`config.mk`:
```
export PLATFORM = sky130hd
export DESIGN_NAME = byte_stuffed_frame_receiver
export DESIGN_NICKNAME = d
export VERILOG_FILES = /design/src/design/bsfr_pkg.sv /design/src/design/byte_stuffed_frame_receiver.sv /design/src/design/bsfr_front.sv /design/src/design/bsfr_fifo.sv /design/src/design/bsfr_back.sv
export VERILOG_INCLUDE_DIRS = /design/src /design/src/design
export SDC_FILE = /design/constraint.sdc
export NUM_CORES = 1
export LEC_CHECK = 0
export ABC_AREA = 1
export BUFFER_PORTS_ARGS = -buffer_cell sky130_fd_sc_hd__buf_2
export CAP_MARGIN = 20
export CORE_UTILIZATION = 50
export CTS_CLUSTER_DIAMETER = 100
export DETAILED_ROUTE_END_ITERATION = 6
export PLACE_DENSITY = 0.68
export SYNTH_ARGS = -nofsm -noshare
export SYNTH_HDL_FRONTEND = slang
export SYNTH_SLANG_ARGS = --single-unit
```
`constraint.sdc`:
```
create_clock -name clk -period 3.4 [get_ports clk]
set_input_delay 0.68 -clock clk [delete_from_list [all_inputs] [get_ports clk]]
set_output_delay 0.68 -clock clk [all_outputs]
set_load 0.01 [all_outputs]
```
`src/design/assert_macros.svh`:
```
// Assertion macros for the frame receiver top level.
`ifndef ASSERT_MACROS_SVH
`define ASSERT_MACROS_SVH

// Check that a condition implies another in the same cycle.
`define ASSERT_SAME(label, ante, cons, msg) \
    label: assert property (@(posedge clk) disable iff (!rst_n) (ante) |-> (cons)) \
        else $error(msg);

// Check that a condition implies another in the next cycle.
`define ASSERT_NEXT(label, ante, cons, msg) \
    label: assert property (@(posedge clk) disable iff (!rst_n) (ante) |=> (cons)) \
        else $error(msg);

`endif

```
`src/design/bsfr_pkg.sv`:
```
// Types and constants of the byte-stuffed frame receiver.
`timescale 1ns / 1ps

package bsfr_pkg;

    localparam logic [7:0] FLAG_BYTE = 8'h7E;
    localparam logic [7:0] ESC_BYTE  = 8'h7F;
    localparam logic [7:0] ESC_FLAG  = 8'h80;
    localparam logic [7:0] ESC_ESC   = 8'h81;

    localparam logic [7:0] CHECKSUM_RESET  = 8'h55;
    localparam logic [5:0] MIN_FRAME_RESET = 6'd3;
    localparam logic [5:0] PLEN_MAX        = 6'd63;

    localparam logic CFG_CHECKSUM  = 1'b0;
    localparam logic CFG_MIN_FRAME = 1'b1;

    localparam int QUEUE_DEPTH = 4;
    localparam int QPTR_W      = 2;

    typedef enum logic [2:0] {
        ST_GOOD     = 3'd0,
        ST_CHECKSUM = 3'd1,
        ST_BAD_ESC  = 3'd2,
        ST_SHORT    = 3'd3,
        ST_OVERFLOW = 3'd4
    } bsfr_status_t;

    typedef enum logic {
        PH_FIRST  = 1'b0,
        PH_REPORT = 1'b1
    } bsfr_phase_t;

    typedef struct packed {
        logic         has_data;
        logic [7:0]   data;
        logic         has_rep;
        bsfr_status_t status;
        logic [5:0]   plen;
    } bsfr_cmd_t;

endpackage

```
`src/design/byte_stuffed_frame_receiver.sv`:
```
// Path: each result item is written into the queue and then loaded into the output register;
// the second result of a byte (dangling escape before a report) follows from the same entry.
// Throughput: one raw byte per cycle while the queue is not full; one result item per cycle
// while out_stall is low; the four-entry queue absorbs two-result bytes and downstream stalls.
// Reset: asynchronous, active low; clears frame state and queue, loads register defaults.
`timescale 1ns / 1ps
`include "assert_macros.svh"

module byte_stuffed_frame_receiver
    import bsfr_pkg::*;
#(
    parameter int MAX_FRAME = 64
)
(
    input  logic       clk,
    input  logic       rst_n,
    input  logic       cfg_we,
    input  logic       cfg_index,
    input  logic [7:0] cfg_data,
    input  logic       rx_valid,
    output logic       rx_stall,
    input  logic [7:0] rx_byte,
    output logic       out_valid,
    input  logic       out_stall,
    output logic       kind,
    output logic [7:0] data_value,
    output logic [2:0] frame_status,
    output logic [5:0] payload_length,
    output logic       is_last
);

    logic         take;
    logic         push;
    bsfr_cmd_t    push_cmd;
    logic         pop;
    bsfr_cmd_t    head;
    logic         empty;
    logic         full;
    bsfr_status_t status_w;

    assign rx_stall = full;
    assign take     = rx_valid && !full;

    bsfr_front #(
        .MAX_FRAME (MAX_FRAME)
    ) u_front (
        .clk       (clk),
        .rst_n     (rst_n),
        .cfg_we    (cfg_we),
        .cfg_index (cfg_index),
        .cfg_data  (cfg_data),
        .take      (take),
        .rx_byte   (rx_byte),
        .push      (push),
        .push_cmd  (push_cmd)
    );

    bsfr_fifo u_fifo (
        .clk      (clk),
        .rst_n    (rst_n),
        .push     (push),
        .push_cmd (push_cmd),
        .pop      (pop),
        .head     (head),
        .empty    (empty),
        .full     (full)
    );

    bsfr_back u_back (
        .clk            (clk),
        .rst_n          (rst_n),
        .head           (head),
        .empty          (empty),
        .pop            (pop),
        .out_stall      (out_stall),
        .out_valid      (out_valid),
        .kind           (kind),
        .data_value     (data_value),
        .frame_status   (status_w),
        .payload_length (payload_length),
        .is_last        (is_last)
    );

    assign frame_status = status_w;

    `ASSERT_SAME(a_report_last, out_valid && kind, is_last, "frame report not last")
    `ASSERT_SAME(a_data_clean, out_valid && !kind,
                 frame_status == ST_GOOD && payload_length == 6'd0,
                 "data item carries status or length")
    `ASSERT_SAME(a_len_good_only, out_valid && kind && frame_status != ST_GOOD,
                 payload_length == 6'd0, "length on failed frame")
    `ASSERT_NEXT(a_data_then_more, out_valid && !out_stall && !kind && !is_last,
                 out_valid && kind, "dangling escape not followed by report")

endmodule

```
`src/design/bsfr_front.sv`:
```
// Front end: configuration, frame state and classification of each raw byte.
`timescale 1ns / 1ps

module bsfr_front
    import bsfr_pkg::*;
#(
    parameter int MAX_FRAME = 64
)
(
    input  logic       clk,
    input  logic       rst_n,
    input  logic       cfg_we,
    input  logic       cfg_index,
    input  logic [7:0] cfg_data,
    input  logic       take,
    input  logic [7:0] rx_byte,
    output logic       push,
    output bsfr_cmd_t  push_cmd
);

    localparam int CW = $clog2(MAX_FRAME + 1);
    localparam int XW = (CW > 6) ? CW : 6;
    localparam logic [CW-1:0] MAX_CNT = CW'(MAX_FRAME);

    logic [7:0]    target_reg;
    logic [5:0]    min_reg;
    logic [CW-1:0] raw_reg, raw_next;
    logic [CW-1:0] dc_reg, dc_next;
    logic [7:0]    sum_reg, sum_next;
    logic          pend_reg, pend_next;
    logic          err_reg, err_next;

    logic          dangle;
    logic [7:0]    sum_fin;
    logic [CW-1:0] dc_fin;
    logic [CW-1:0] dc_m1;
    logic [5:0]    plen_sat;
    logic          emit;
    logic [7:0]    emit_val;
    bsfr_cmd_t     cmd;

    always_ff @(posedge clk or negedge rst_n)
    begin
        if (!rst_n)
        begin
            target_reg <= CHECKSUM_RESET;
            min_reg    <= MIN_FRAME_RESET;
        end
        else if (cfg_we)
        begin
            unique case (cfg_index)
                CFG_CHECKSUM:  target_reg <= cfg_data;
                CFG_MIN_FRAME: min_reg    <= cfg_data[5:0];
                default:       target_reg <= target_reg;
            endcase
        end
    end

    always_comb
    begin
        dangle   = pend_reg && !err_reg;
        sum_fin  = sum_reg + (dangle ? ESC_BYTE : 8'h00);
        dc_fin   = dc_reg + CW'(dangle);
        dc_m1    = (dc_fin != '0) ? dc_fin - CW'(1) : '0;
        plen_sat = (XW'(dc_m1) > XW'(PLEN_MAX)) ? PLEN_MAX : 6'(dc_m1);

        raw_next  = raw_reg;
        dc_next   = dc_reg;
        sum_next  = sum_reg;
        pend_next = pend_reg;
        err_next  = err_reg;
        emit      = 1'b0;
        emit_val  = rx_byte;
        cmd       = '{has_data: 1'b0, data: 8'h00, has_rep: 1'b0,
                      status: ST_GOOD, plen: 6'd0};

        if (take)
        begin
            if (rx_byte == FLAG_BYTE)
            begin
                if (raw_reg != '0)
                begin
                    cmd.has_data = dangle;
                    cmd.data     = dangle ? ESC_BYTE : 8'h00;
                    cmd.has_rep  = 1'b1;
                    if (XW'(raw_reg) < XW'(min_reg))
                        cmd.status = ST_SHORT;
                    else if (err_reg)
                        cmd.status = ST_BAD_ESC;
                    else if (sum_fin == target_reg)
                    begin
                        cmd.status = ST_GOOD;
                        cmd.plen   = plen_sat;
                    end
                    else
                        cmd.status = ST_CHECKSUM;
                end
                raw_next  = '0;
                dc_next   = '0;
                sum_next  = '0;
                pend_next = 1'b0;
                err_next  = 1'b0;
            end
            else if (raw_reg >= MAX_CNT)
            begin
                cmd.has_rep = 1'b1;
                cmd.status  = ST_OVERFLOW;
                raw_next    = '0;
                dc_next     = '0;
                sum_next    = '0;
                pend_next   = 1'b0;
                err_next    = 1'b0;
            end
            else
            begin
                raw_next = raw_reg + CW'(1);
                if (err_reg)
                    pend_next = 1'b0;
                else if (pend_reg)
                begin
                    pend_next = 1'b0;
                    if (rx_byte == ESC_FLAG)
                    begin
                        emit     = 1'b1;
                        emit_val = FLAG_BYTE;
                    end
                    else if (rx_byte == ESC_ESC)
                    begin
                        emit     = 1'b1;
                        emit_val = ESC_BYTE;
                    end
                    else
                        err_next = 1'b1;
                end
                else if (rx_byte == ESC_BYTE)
                    pend_next = 1'b1;
                else
                    emit = 1'b1;

                if (emit)
                begin
                    dc_next      = dc_reg + CW'(1);
                    sum_next     = sum_reg + emit_val;
                    cmd.has_data = 1'b1;
                    cmd.data     = emit_val;
                end
            end
        end
    end

    assign push     = take && (cmd.has_data || cmd.has_rep);
    assign push_cmd = cmd;

    always_ff @(posedge clk or negedge rst_n)
    begin
        if (!rst_n)
        begin
            raw_reg  <= '0;
            dc_reg   <= '0;
            sum_reg  <= '0;
            pend_reg <= 1'b0;
            err_reg  <= 1'b0;
        end
        else
        begin
            raw_reg  <= raw_next;
            dc_reg   <= dc_next;
            sum_reg  <= sum_next;
            pend_reg <= pend_next;
            err_reg  <= err_next;
        end
    end

endmodule

```
`src/design/bsfr_fifo.sv`:
```
// Short queue of classified items between front and back end.
`timescale 1ns / 1ps

module bsfr_fifo
    import bsfr_pkg::*;
(
    input  logic      clk,
    input  logic      rst_n,
    input  logic      push,
    input  bsfr_cmd_t push_cmd,
    input  logic      pop,
    output bsfr_cmd_t head,
    output logic      empty,
    output logic      full
);

    bsfr_cmd_t         slot_reg [QUEUE_DEPTH];
    logic [QPTR_W-1:0] wr_ptr_reg, wr_ptr_next;
    logic [QPTR_W-1:0] rd_ptr_reg, rd_ptr_next;
    logic [QPTR_W:0]   count_reg, count_next;

    assign empty = (count_reg == '0);
    assign full  = (count_reg == (QPTR_W + 1)'(QUEUE_DEPTH));
    assign head  = slot_reg[rd_ptr_reg];

    always_comb
    begin
        wr_ptr_next = push ? wr_ptr_reg + QPTR_W'(1) : wr_ptr_reg;
        rd_ptr_next = pop ? rd_ptr_reg + QPTR_W'(1) : rd_ptr_reg;
        count_next  = count_reg + (QPTR_W + 1)'(push) - (QPTR_W + 1)'(pop);
    end

    always_ff @(posedge clk)
    begin
        if (push)
            slot_reg[wr_ptr_reg] <= push_cmd;
    end

    always_ff @(posedge clk or negedge rst_n)
    begin
        if (!rst_n)
        begin
            wr_ptr_reg <= '0;
            rd_ptr_reg <= '0;
            count_reg  <= '0;
        end
        else
        begin
            wr_ptr_reg <= wr_ptr_next;
            rd_ptr_reg <= rd_ptr_next;
            count_reg  <= count_next;
        end
    end

endmodule

```
`src/design/bsfr_back.sv`:
```
// Back end: expand queued items into result items behind an output register.
`timescale 1ns / 1ps

module bsfr_back
    import bsfr_pkg::*;
(
    input  logic         clk,
    input  logic         rst_n,
    input  bsfr_cmd_t    head,
    input  logic         empty,
    output logic         pop,
    input  logic         out_stall,
    output logic         out_valid,
    output logic         kind,
    output logic [7:0]   data_value,
    output bsfr_status_t frame_status,
    output logic [5:0]   payload_length,
    output logic         is_last
);

    bsfr_phase_t  phase_reg, phase_next;
    logic         out_valid_reg, out_valid_next;
    logic         kind_reg, kind_next;
    logic [7:0]   data_reg, data_next;
    bsfr_status_t status_reg, status_next;
    logic [5:0]   plen_reg, plen_next;
    logic         last_reg, last_next;
    logic         load;
    logic         send_data;

    assign load = !empty && (!out_valid_reg || !out_stall);

    always_comb
    begin
        phase_next = phase_reg;
        if (load)
        begin
            unique case (phase_reg)
                PH_FIRST:
                    if (head.has_data && head.has_rep)
                        phase_next = PH_REPORT;
                PH_REPORT:
                    phase_next = PH_FIRST;
                default:
                    phase_next = PH_FIRST;
            endcase
        end
    end

    always_comb
    begin
        send_data      = (phase_reg == PH_FIRST) && head.has_data;
        pop            = load && !(send_data && head.has_rep);
        out_valid_next = load || (out_valid_reg && out_stall);
        if (send_data)
        begin
            kind_next   = 1'b0;
            data_next   = head.data;
            status_next = ST_GOOD;
            plen_next   = 6'd0;
            last_next   = !head.has_rep;
        end
        else
        begin
            kind_next   = 1'b1;
            data_next   = 8'h00;
            status_next = head.status;
            plen_next   = head.plen;
            last_next   = 1'b1;
        end
    end

    always_ff @(posedge clk or negedge rst_n)
    begin
        if (!rst_n)
        begin
            phase_reg     <= PH_FIRST;
            out_valid_reg <= 1'b0;
        end
        else
        begin
            phase_reg     <= phase_next;
            out_valid_reg <= out_valid_next;
        end
    end

    always_ff @(posedge clk)
    begin
        if (load)
        begin
            kind_reg   <= kind_next;
            data_reg   <= data_next;
            status_reg <= status_next;
            plen_reg   <= plen_next;
            last_reg   <= last_next;
        end
    end

    assign out_valid      = out_valid_reg;
    assign kind           = kind_reg;
    assign data_value     = data_reg;
    assign frame_status   = status_reg;
    assign payload_length = plen_reg;
    assign is_last        = last_reg;

endmodule

```
==> results of run 1 <==
## power by group
group          switching, W  leakage (nW)  internal, W  total [W]
Clock              0.000715         0.305      0.00128    0.00199
Combinational       0.00167          1.93     0.000936    0.00261
Sequential         0.000270          1.46      0.00241    0.00268
## layer usage
metal,up-vias,global-route usage [%]
met5,-,0
met4,0,9.60
met3,31,4.92
met2,131,38.0
met1,2463,26.3
li1,2603,-
## placed cells by master, fill, tap and decap left out, types with 2 or more instances in the layout
| cell | instances |
|---|---|
| a21oi_1 | 30 |
| and2_1 | 6 |
| buf_2 | 42 |
| buf_4 | 15 |
| bufinv_16 | 4 |
| clkbuf_1 | 2 |
| clkbuf_16 | 17 |
| clkbuf_8 | 2 |
| clkinv_4 | 2 |
| clkinvlp_4 | 2 |
| dfrtp_1 | 41 |
| dfstp_2 | 6 |
| edfxtp_1 | 95 |
| fa_1 | 3 |
| ha_1 | 32 |
| inv_1 | 85 |
| inv_2 | 11 |
| inv_6 | 3 |
| nand2_1 | 141 |
| nand2_2 | 9 |
| nand3_1 | 35 |
| nand3_2 | 2 |
| nand4_1 | 8 |
| nand4_2 | 2 |
| nor2_1 | 97 |
| nor2_4 | 3 |
| nor3_1 | 4 |
| nor3_2 | 2 |
| o21a_1 | 3 |
| o21ai_0 | 56 |
| o21ai_1 | 6 |
| o21ai_2 | 6 |
| o22ai_1 | 10 |
| or2_2 | 5 |
| xnor2_1 | 6 |
| xor2_1 | 15 |
## worst min path at each step
| stage | endpoint | slack [ps] | cells after the start |
|---|---|---|---|
| floorplan | u_back.out_valid | 380 | 0 |
| global placement | u_front.target_reg[6] | 470 | 2 |
| detailed placement | u_front.target_reg[6] | 470 | 2 |
| CTS | u_front.dc_reg[6] | 330 | 1 |
| global route | u_front.dc_reg[6] | 370 | 1 |
| finish | u_front.dc_reg[6] | 320 | 1 |
## metrics by stage
step                      area (um2)  setup WS, ps  total power [W]
final                           8310           361          0.00728
after global routing            8310          71.7          0.00779
after CTS                       8310           434          0.00733
after detailed placement        7670           410          0.00532
after global placement          7670           468          0.00524
after floorplan                 7220           644          0.00455
## cells by family (layout without fill, tap and decap cells)
family | count (synthesis) | in the layout | synth area share (%)
XOR/XNOR | 23 | 23 | 3.00
multiplexers | 1 | 1 | 0.156
flip-flops | 142 | 142 | 55.9
buffers and inverters | 115 | 185 | 6.31
adder cells (fa/ha/maj) | 35 | 35 | 6.38
AND/OR/NAND/NOR | 318 | 318 | 19.3
AO/OA/AOI/OAI | 116 | 116 | 8.91
## area by class of cell
| cell class | count | area share (%) |
|---|---|---|
| tap | 180 | 2.71 |
| clock inverter | 11 | 2.15 |
| timing repair buffer | 57 | 3.88 |
| multi-input combinational | 493 | 32.8 |
| inverter | 96 | 4.34 |
| sequential | 142 | 48.6 |
| clock buffer | 21 | 5.54 |
## critical path: cells and delay by family, from the launching register on
| kind | cells | cell delay (ps) |
|---|---|---|
| buf+inv | 2 | 260 |
| fa+ha+maj | 2 | 710 |
| flops | 1 | 390 |
| simple gates | 10 | 1480 |
==> summary.txt, run 1 <==
Setup path
  – R2r startpoint: u_front.err_reg
  – Kind of capture point of the worst setup path: register
  – Crit-path max FO: 8
  – Reg2Reg Depth: 14
  – Critical Path Source: u_front.err_reg
  – Cell with the most instances on the worst path: nand2_1
  – Delay of the slowest cell on the worst path: 450 ps
  – Slack of the worst reg-to-reg path: 360 ps
  – Critical Path Start Type: register
  – Worst setup endpoint: u_fifo.slot_reg[0][2]
  – Critical Setup Path Class: reg -> reg
  – Cell with the largest stage delay on the worst path: fa_1
  – Data arrival time of the critical path: 3260 ps
  – Worst Path Required: 3620 ps
  – RR Endpoint: u_fifo.slot_reg[0][2]
  – Crit-path cells: inv_1 -> nand2_1 -> inv_1 -> ha_1 -> fa_1 -> nand3_1 -> nand2_1 -> nand2_1 -> nand2_1 -> nand2_1 -> nand2_1 -> nor2_1 -> nand4_1 -> nor2_1

Timing
  – Min Clock Period, post-route: 3040 ps
  – Final hold slack: 316 ps
  – Setup clock skew after layout: 13.6 ps
  – RSZ-0062 raised after global routing: false
  – Period utilization: 89.4%
  – Number of max-slew violations in the final report: 0
  – Hold violation total from the final report: 0
  – Relative max-transition margin: 49.9%
  – Tightest Pin Transition: 752 ps
  – F_max: 329 MHz
  – Setup tns final: 0 ps
  – Count of final setup violators: 0

Routing
  – Wire length on met1: 6470 um
  – Post-Route WL: 15100 um
  – Vias per inst: 5.23
  – WL met2: 7610 um
  – Count of nets left with antenna violations after detail routing: 0
  – Routed met3 length: 676 um
  – Number of violations reported at the end of detailed-routing iteration 0: 265
  – Top routing layer in use: met4
  – First-pass iteration count of the detailed router: 5
  – Avg WL per Cell: 15.1 um
  – Overall via count from detail_route: 5228
  – Number of remaining DRC errors: 0

Global route
  – Via count of the first global-routing pass: 5142
  – Maximum number of pins on one net before global-route repair: 31
  – First-pass GRT wire length: 24700 um
  – Aggregate global-route resource usage: 22.0%
  – Overall overflow remaining after global route: 0
  – Initial antenna violation count: 0

Run
  – Number of maximum-capacitance constraint violations: 0

Finish
  – Final-stage net count: 864
  – Area of combinational cells with multiple inputs: 2730 um2
  – Number of fillers in the final layout: 1169
  – Final antenna diode count: 0
  – Non-filler instance count after layout: 1000
  – Ratio of cells with drive above 1 in the final layout: 17.0%
  – Register area: 4040 um2
  – Final core utilization: 59.4%
  – Flip-flop count of the largest register, all copies and words added: 76
  – Signed area change from the synthesized netlist to the final layout: 15.1%

Min path
  – Min-delay worst type: in -> async

Synthesis
  – Primary FF master, synth: edfxtp_1
  – Top-count cell post-synth: nand2_1
  – Library cell with the largest summed area after synthesis: edfxtp_1
  – Synthesized net count: 807
  – Cells after Synth: 750
  – Top cells by area in the synthesized netlist: edfxtp_1 40%, dfrtp_1 14%, nand2_1 7.3%
  – Sequential share of the synthesized area: 55.9%
  – Distinct cell type count after synthesis: 43
  – Total number of yosys warnings: 0
  – Post-synthesis register bit count: 142
  – Syn avg cell area: 9.62 um2
  – Summed instance area of the synthesized netlist: 7220 um2
  – EDFF count, synth: 95
  – Asr flop ratio synth: 33.1%
  – Synth top area share: 39.5%
  – Post-synth top cells: 141 x nand2_1, 97 x nor2_1, 95 x edfxtp_1, 85 x inv_1, 56 x o21ai_0

Placement
  – Total of buffers placed on input and output ports: 42
  – Placer congestion estimate: 0.833
  – Number of placed cells counting well taps: 968
  – Post-DP HPWL: 10600 um

Clock tree
  – Clock insertion delay at the later pin of the skew report: 430 ps
  – Number of hold buffers added after cts: 0
  – Largest buffer count on any clock path: 2
  – TritonCTS clock tree: done
  – Root Driver: clkbuf_16
  – Clock transition at the register clock pins on the worst setup and hold paths after CTS: 60 ps
  – H-tree levels: 4
  – Setup bufs post-CTS: 0
  – Count of instances resized after the clock tree is built: 0
  – Number of CTS-inserted buffers: 17
  – Clk sinks: 142

Power and ir drop
  – Max IR drop VDD: 418 uV
  – Leak pwr: 3.70 nW
  – Areal power density over the cells: 876 nW/um2

Die
  – I/O pin cnt: 43
  – Die Y: 122 um
  – Initial core utilization: 51.6%
  – Area inside the core boundary: 14000 um2
  – Overall die area: 14900 um2
  – Width of the die: 122 um
  – Number of standard-cell rows in the floorplan: 43

Outcome
  – Result of the run: complete, no violations
Power figures use the tool's default switching activity.
==> run 2: changes to the inputs <==
--- a/config.mk
+++ b/config.mk
@@ -12,7 +12,7 @@
 export CORE_UTILIZATION = 50
 export CTS_CLUSTER_DIAMETER = 100
 export DETAILED_ROUTE_END_ITERATION = 6
-export PLACE_DENSITY = 0.68
+export PLACE_DENSITY = 0.78
 export SYNTH_ARGS = -nofsm -noshare
 export SYNTH_HDL_FRONTEND = slang
 export SYNTH_SLANG_ARGS = --single-unit
==> summary.txt, run 2 (synthesis gave the netlist of run 1 again) <==
Outcome
  – Result of the run: complete, no violations

Timing
  – RSZ-0062 raised after global routing: false
  – Count of final setup violators: 0
  – Setup clock skew after layout: 6.31 ps
  – Setup tns final: 0 ps
  – Hold violation total from the final report: 0
  – F_max: 331 MHz
  – Relative max-transition margin: 70.3%
  – Number of max-slew violations in the final report: 0
  – Min Clock Period, post-route: 3030 ps
  – Tightest Pin Transition: 444 ps
  – Period utilization: 89.0%

Global route
  – First-pass GRT wire length: 24000 um
  – Initial antenna violation count: 0
  – Overall overflow remaining after global route: 0
  – Maximum number of pins on one net before global-route repair: 48
  – Via count of the first global-routing pass: 4951
  – Aggregate global-route resource usage: 21.4%

Routing
  – Avg WL per Cell: 14.6 um
  – First-pass iteration count of the detailed router: 7
  – Number of violations reported at the end of detailed-routing iteration 0: 452
  – Count of nets left with antenna violations after detail routing: 0
  – Vias per inst: 5.30
  – Overall via count from detail_route: 5298
  – Post-Route WL: 14600 um
  – Number of remaining DRC errors: 0

Clock tree
  – Clock transition at the register clock pins on the worst setup and hold paths after CTS: 60 ps
  – Largest buffer count on any clock path: 2
  – Number of hold buffers added after cts: 0
  – Clock insertion delay at the later pin of the skew report: 430 ps
  – Root Driver: clkbuf_16
  – H-tree levels: 4
  – Count of instances resized after the clock tree is built: 0
  – Number of CTS-inserted buffers: 17
  – TritonCTS clock tree: done
  – Setup bufs post-CTS: 0
  – Clk sinks: 142

Die
  – Width of the die: 122 um
  – Die Y: 122 um
  – Number of standard-cell rows in the floorplan: 43
  – Initial core utilization: 51.6%
  – Area inside the core boundary: 14000 um2
  – Overall die area: 14900 um2
  – I/O pin cnt: 43

Setup path
  – Critical Path Start Type: register
  – Data arrival time of the critical path: 3240 ps
  – R2r startpoint: u_front.err_reg
  – Critical Path Source: u_front.err_reg
  – Kind of capture point of the worst setup path: register
  – Crit-path max FO: 8
  – Worst Path Required: 3620 ps
  – Critical Setup Path Class: reg -> reg

Finish
  – Final instance area: 8260 um2
  – Final antenna diode count: 0
  – Most frequent cells in the layout: 141 x nand2_1, 97 x nor2_1, 95 x edfxtp_1, 85 x inv_1, 56 x o21ai_0
  – Signed area change from the synthesized netlist to the final layout: 14.5%
  – Final-stage net count: 864
  – Most frequent standard cell in the layout excluding fill and tap cells: nand2_1
  – Flip-flop count of the largest register, all copies and words added: 76
  – Ratio of cells with drive above 1 in the final layout: 17.2%

Power and ir drop
  – Post-layout power: 0.00707 W
  – Leak pwr: 3.68 nW
  – Max IR drop VDD: 419 uV
  – Areal power density over the cells: 856 nW/um2

Run
  – Number of maximum-capacitance constraint violations: 0

Placement
  – Area after DPL: 7660 um2
  – Total of buffers placed on input and output ports: 42
  – Post-DP HPWL: 9830 um
  – Placer congestion estimate: 0.881

Min path
  – Min-delay worst type: in -> async
## run 2: cell count changes in the layout (fill, tap and decap cells not counted)
cell	before	now
inv_6	3	5
clkbuf_8	2	0
clkinv_2	0	2
bufinv_16	4	1
clkinv_8	0	1
inv_8	0	1
buf_4	15	14
clkinvlp_4	2	1
clkinv_4	2	4
buf_12	0	1
clkbuf_1	2	0
## run 2: path summary, 6_finish.rpt
| check | endpoint | slack (ps) | cells after the start |
|---|---|---|---|
| worst max register to register | u_fifo.slot_reg[0][4] | 370 | 14 |
| worst min register to register | u_front.target_reg[6] | 490 | 2 |
| max in group asynchronous | u_front.target_reg[6] | 2640 | 2 |
| worst min-delay path | u_front.target_reg[5] | 190 | 1 |
| min in group clk | u_front.target_reg[4] | 480 | 3 |
| worst max-delay path | u_fifo.slot_reg[0][4] | 370 | 14 |
## run 2: routing by layer
metal / global-route usage, % / up-vias / share of wire, %
li1: - / 2621 / -
met1: 26.3 / 2498 / 44
met2: 35.9 / 153 / 50
met3: 5.81 / 26 / 4.2
met4: 7.93 / 0 / 1.7
met5: 0 / - / 0
## run 2: cell type report
| class | instances | area (um2) |
|---|---|---|
| clock inverters | 15 | 154 |
| flip-flops and latches | 142 | 4040 |
| multi-input cells | 493 | 2730 |
| well taps | 180 | 225 |
| inverters | 96 | 360 |
| repair buffers | 57 | 335 |
| clock buffers | 17 | 425 |
| fillers | 1138 | 5730 |
## run 2: power breakdown
group,switching (W),internal (W)
sequential,0.000269,0.00241
combinational,0.00167,0.000930
clock,0.000773,0.00103
total,0.00271,0.00437
## run 2: stage by stage
step | worst slack [ps] | cells | hold slack (ps) | util [%]
6_report | 375 | 1000 | 189 | 59.1
5_1_grt | 150 | 1000 | 211 | 59.1
4_1_cts | 420 | 999 | 471 | 58.9
3_5_place_dp | 385 | 967 | 479 | 54.8
3_3_place_gp | 474 | 967 | 468 | 54.8
2_1_floorplan | 644 | 750 | 384 | -
## run 2: worst max-delay path, stage by stage, from the launching register on
cell and delay (ps):
dfrtp_1 370, inv_1 90, nand2_1 120, inv_1 160, ha_1 260, fa_1 460
nand3_1 130, nand2_1 60, nand2_1 80, nand2_1 50, nand2_1 50, nand2_1 40
nor2_1 160, nand4_1 390, nor2_1 380
